**src/rtl/rwm_cell.sv**
```systemverilog
module rwm_cell #(
  parameter int SAMPLE_WIDTH = 32
) (
  input  logic                           clk_i,
  input  logic                           rst_ni,
  input  logic                           shift_i,
  input  logic signed [SAMPLE_WIDTH-1:0] sample_i,
  input  logic                           sample_present_i,
  input  logic signed [SAMPLE_WIDTH-1:0] prev_min_i,
  input  logic                           prev_present_i,
  output logic signed [SAMPLE_WIDTH-1:0] min_o,
  output logic                           present_o
);

  logic signed [SAMPLE_WIDTH-1:0] min_q, min_d;
  logic                           present_q, present_d;
  logic                           take_new;

  // Minimum over the newest samples: the new one against what the neighbor held.
  always_comb begin
    take_new  = sample_present_i && (!prev_present_i || (sample_i < prev_min_i));
    min_d     = take_new ? sample_i : prev_min_i;
    present_d = sample_present_i || prev_present_i;
  end

  always_ff @(posedge clk_i or negedge rst_ni) begin
    if (!rst_ni) begin
      present_q <= 1'b0;
    end else if (shift_i) begin
      present_q <= present_d;
    end
  end

  always_ff @(posedge clk_i) begin
    if (shift_i) begin
      min_q <= min_d;
    end
  end

  assign min_o     = min_q;
  assign present_o = present_q;

endmodule

```
**config.mk**
```make
export PLATFORM = sky130hd
export DESIGN_NAME = rwm_cell
export DESIGN_NICKNAME = d
export VERILOG_FILES = /design/src/rtl/rwm_cell.sv
export SDC_FILE = /design/constraint.sdc
export NUM_CORES = 1
export LEC_CHECK = 0
export BUFFER_PORTS_ARGS = -buffer_cell sky130_fd_sc_hd__buf_2
export CAP_MARGIN = 20
export CELL_PAD_IN_SITES_DETAIL_PLACEMENT = 2
export CELL_PAD_IN_SITES_GLOBAL_PLACEMENT = 2
export CORE_ASPECT_RATIO = 0.5
export CORE_MARGIN = 2
export CORE_UTILIZATION = 27
export DETAILED_ROUTE_END_ITERATION = 7
export PLACE_DENSITY_LB_ADDON = 0.1
export RECOVER_POWER = 100
export SETUP_SLACK_MARGIN = 0.5
export SLEW_MARGIN = 20
export SYNTH_ARGS = -nofsm -noshare
export SYNTH_HDL_FRONTEND = slang
export SYNTH_SLANG_ARGS = --single-unit
```
**constraint.sdc**
```tcl
create_clock -name clk_i -period 0.8 [get_ports clk_i]
set_input_delay 0.04 -clock clk_i [delete_from_list [all_inputs] [get_ports clk_i]]
set_output_delay 0.04 -clock clk_i [all_outputs]
set_load 0.01 [all_outputs]
```
==> flow_metrics.env <==
export IMPL_outcome="finished, violations left"
export IMPL_failed_checks="negative setup slack"
export IMPL_antenna_found_initial=0
export IMPL_fmax_mhz=475
export IMPL_hold_depth=2
export IMPL_gr_usage_all_layers_pct=18.2
export IMPL_ctsHtreeMaxLevel=2
export IMPL_grt_max_degree=11
export IMPL_slew_viol_final=0
export IMPL_cts_made_buffers=5
export IMPL_drc=0
export IMPL_grt_pass1_vias=2415
export IMPL_clk_pin_slew_ps=50
export IMPL_gp_congestion=0.752
export IMPL_required_ps=840
export IMPL_worst_ir_drop_vdd_mv=0.777
export IMPL_fin_nets=443
export IMPL_worst_hold_path_endpoint="min_o[29]"
export IMPL_coreArea_sq_um=8620
export IMPL_power_density_nw_per_um2=1600
export IMPL_synthDistinctLibCells=29
export IMPL_ys_seq_elements=33
export IMPL_min_from="prev_min_i[29]"
export IMPL_cts_tree="yes"
export IMPL_path_class="primary input to flip-flop"
export IMPL_cp_arrival_ps=2140
export IMPL_crit_start="sample_i[27]"
export IMPL_synth_edf_count=32
export IMPL_synth_async_sr_flop_share_pct=3.03
export IMPL_cap_viol_max_count=0
export IMPL_fin_crit_ps=2100
export IMPL_report_final_setup_viol=65
export IMPL_drt_iter0_markers=54
export IMPL_netlist_area_sq_um=2370
export IMPL_area_delta_synth_final_pct=66.1
export IMPL_crit_path_end_kind="flip-flop"
export IMPL_setup_tns_ps=-42060
export IMPL_diodes=0
export IMPL_fin_util_pct=45.7
export IMPL_dp_hpwl_um=5540
export IMPL_grt_overflow=0
export IMPL_rows=24
export IMPL_relSlewSlack_pct=77.1
export IMPL_ys_flop_type="edfxtp_1"
export IMPL_skew_ps=0
export IMPL_via_count=2093
export IMPL_drt_pass1_iterations=4
export IMPL_via_per_inst=4.54
export IMPL_yosysWarnings=0
export IMPL_drive_gt1_share_pct=64.0
export IMPL_critPathMaxFanout=6
export IMPL_hold_viol=0
export IMPL_setup_slack_ps=-1300
export IMPL_period_share_pct=263
export IMPL_yosysSeqAreaShare_pct=41.6
export IMPL_reg2reg_depth=3
export IMPL_syn_area_per_cell_sq_um=12.2
export IMPL_io_buffers=101
export IMPL_critPathLaunchType="primary input"
export IMPL_rr_startpoint="present_o"
export IMPL_cts_root_buf="clkbuf_16"
export IMPL_clock_path_buffers=2
export IMPL_synthCells=194
export IMPL_ios=102
export IMPL_synth_fp_nets=294
export IMPL_worstMarginPinSlew_ps=343
export IMPL_grt_pass1_wl_um=13000
export IMPL_wl_per_cell_um=17.9
export IMPL_r2r_end="present_o"
export IMPL_clk_latency_ps=290
export IMPL_die_w_um=136
export IMPL_r2r_slack_ps=70
export IMPL_start_util_pct=27.5
export IMPL_drt_wl_total_um=8260
export IMPL_power_leakage_nw=1.82
export IMPL_numClockSinks=33
export IMPL_die_y_um=70.2
export IMPL_final_antenna_net_count=0
export IMPL_die_area_sq_um=9590
export IMPL_hold_class="primary input to flip-flop"
export IMPL_rsz0062_at_grt="yes"
-- report_power, final --
part           switching [mW]  total (mW)  internal, mW
sequential             0.0513        2.19          2.14
clock                   0.762        2.00          1.24
combinational           0.937        2.10          1.16
total                    1.75        6.30          4.55
-- area by class of cell --
cell class / instances / area (sq um)
Fill cell: 901 / 4680
Multi-Input combinational cell: 123 / 1510
Timing Repair Buffer: 145 / 990
Sequential cell: 33 / 986
Inverter: 35 / 154
Clock buffer: 8 / 146
Tap cell: 117 / 146
-- metal layers --
metal  GRT usage (%)  routed length (um)  vias up
met1            21.0                3490     1030
li1                -                   -     1009
met5               0                   0        -
met3            4.36                 326        7
met4            5.21                  95        0
met2            33.6                4350       47
-- cells in the mapped netlist, types with 2 or more instances --
cell	number	area, sq um
mux2_4	29	435
buf_6	3	33.8
a21oi_1	14	70.1
nand2b_1	2	12.5
o21ai_0	7	35.0
nand4_1	7	43.8
nand3_1	3	15.0
nand2_1	7	26.3
inv_1	35	131
or2b_2	2	17.5
nor2_1	4	15.0
edfxtp_1	32	961
a211oi_1	2	15.0
ha_1	31	388
mux2_2	2	22.5
-- stage by stage --
| stage | power, mW | cell area [sq um] | setup WS [ps] | cells | hold slack (ps) |
|---|---|---|---|---|---|
| 4_1_cts | 6.34 | 3980 | -1250 | 458 | 46.5 |
| 3_3_place_gp | 3.78 | 3270 | -1630 | 434 | -184 |
| 3_5_place_dp | 3.86 | 3270 | -1700 | 434 | -182 |
| 5_1_grt | 6.63 | 3940 | -1430 | 461 | 49.1 |
| 2_1_floorplan | 3.13 | 2440 | -1300 | 194 | -256 |
| 6_report | 6.30 | 3940 | -1300 | 461 | 50.3 |
-- layout by cell type (no fill, tap or decap), types with 2 or more instances in the layout --
cell | Yosys | final
buf_2 | 0 | 87
edfxtp_1 | 32 | 32
mux2_4 | 29 | 31
inv_1 | 35 | 25
buf_4 | 0 | 24
ha_4 | 0 | 17
ha_1 | 31 | 14
buf_6 | 3 | 13
a21oi_1 | 14 | 10
clkbuf_1 | 0 | 8
nand2_1 | 7 | 7
nand4_1 | 7 | 7
inv_2 | 0 | 5
clkbuf_16 | 0 | 5
buf_8 | 0 | 5
clkbuf_2 | 0 | 5
inv_4 | 0 | 4
a21oi_2 | 0 | 4
o21ai_1 | 0 | 4
nor2_1 | 4 | 3
nand3_1 | 3 | 2
a211oi_2 | 0 | 2
o21ai_0 | 7 | 2
nand2b_1 | 2 | 2
buf_16 | 0 | 2
buf_12 | 0 | 2
-- cells by family after synthesis --
family	count (synthesis)	synth area share (%)
and+or+nand+nor	30	7.02
AOI/OAI and AO/OA	31	8.71
adders and majority gates	31	16.4
muxes	31	19.3
DFF	33	41.6
buffers and inverters	38	6.97
-- how the worst max path moves through the flow --
stage                      to  slack, ps  cells after the start
CTS                 min_o[20]      -1250                     10
global route        min_o[20]      -1430                     11
global placement     min_o[1]      -1630                     10
finish              min_o[25]      -1300                     11
floorplan           min_o[10]      -1300                      8
detailed placement   min_o[1]      -1700                     10
-- worst max-delay path, cell delays in order --
cell      delay (ps)
buf_2            120
ha_4             270
nand4_1          190
nor2_1           160
a211oi_2         100
buf_4            140
a311o_1          350
o311ai_4         120
buf_6            200
buf_12           140
mux2_4           300
-- state kept, by name (all words and copies together) (netlist names) --
register   count
min_o         32
present_o      1
-- timing repair --
item	CTS	global route
pin swaps	21	18
buffers inserted	8	3
gates resized for setup	76	19
endpoints found under the setup margin	98	80
hold buffers	1	0
cloned	7	0
endpoints found under the hold margin	1	0
No activity file was read; power rests on OpenSTA's default activity.
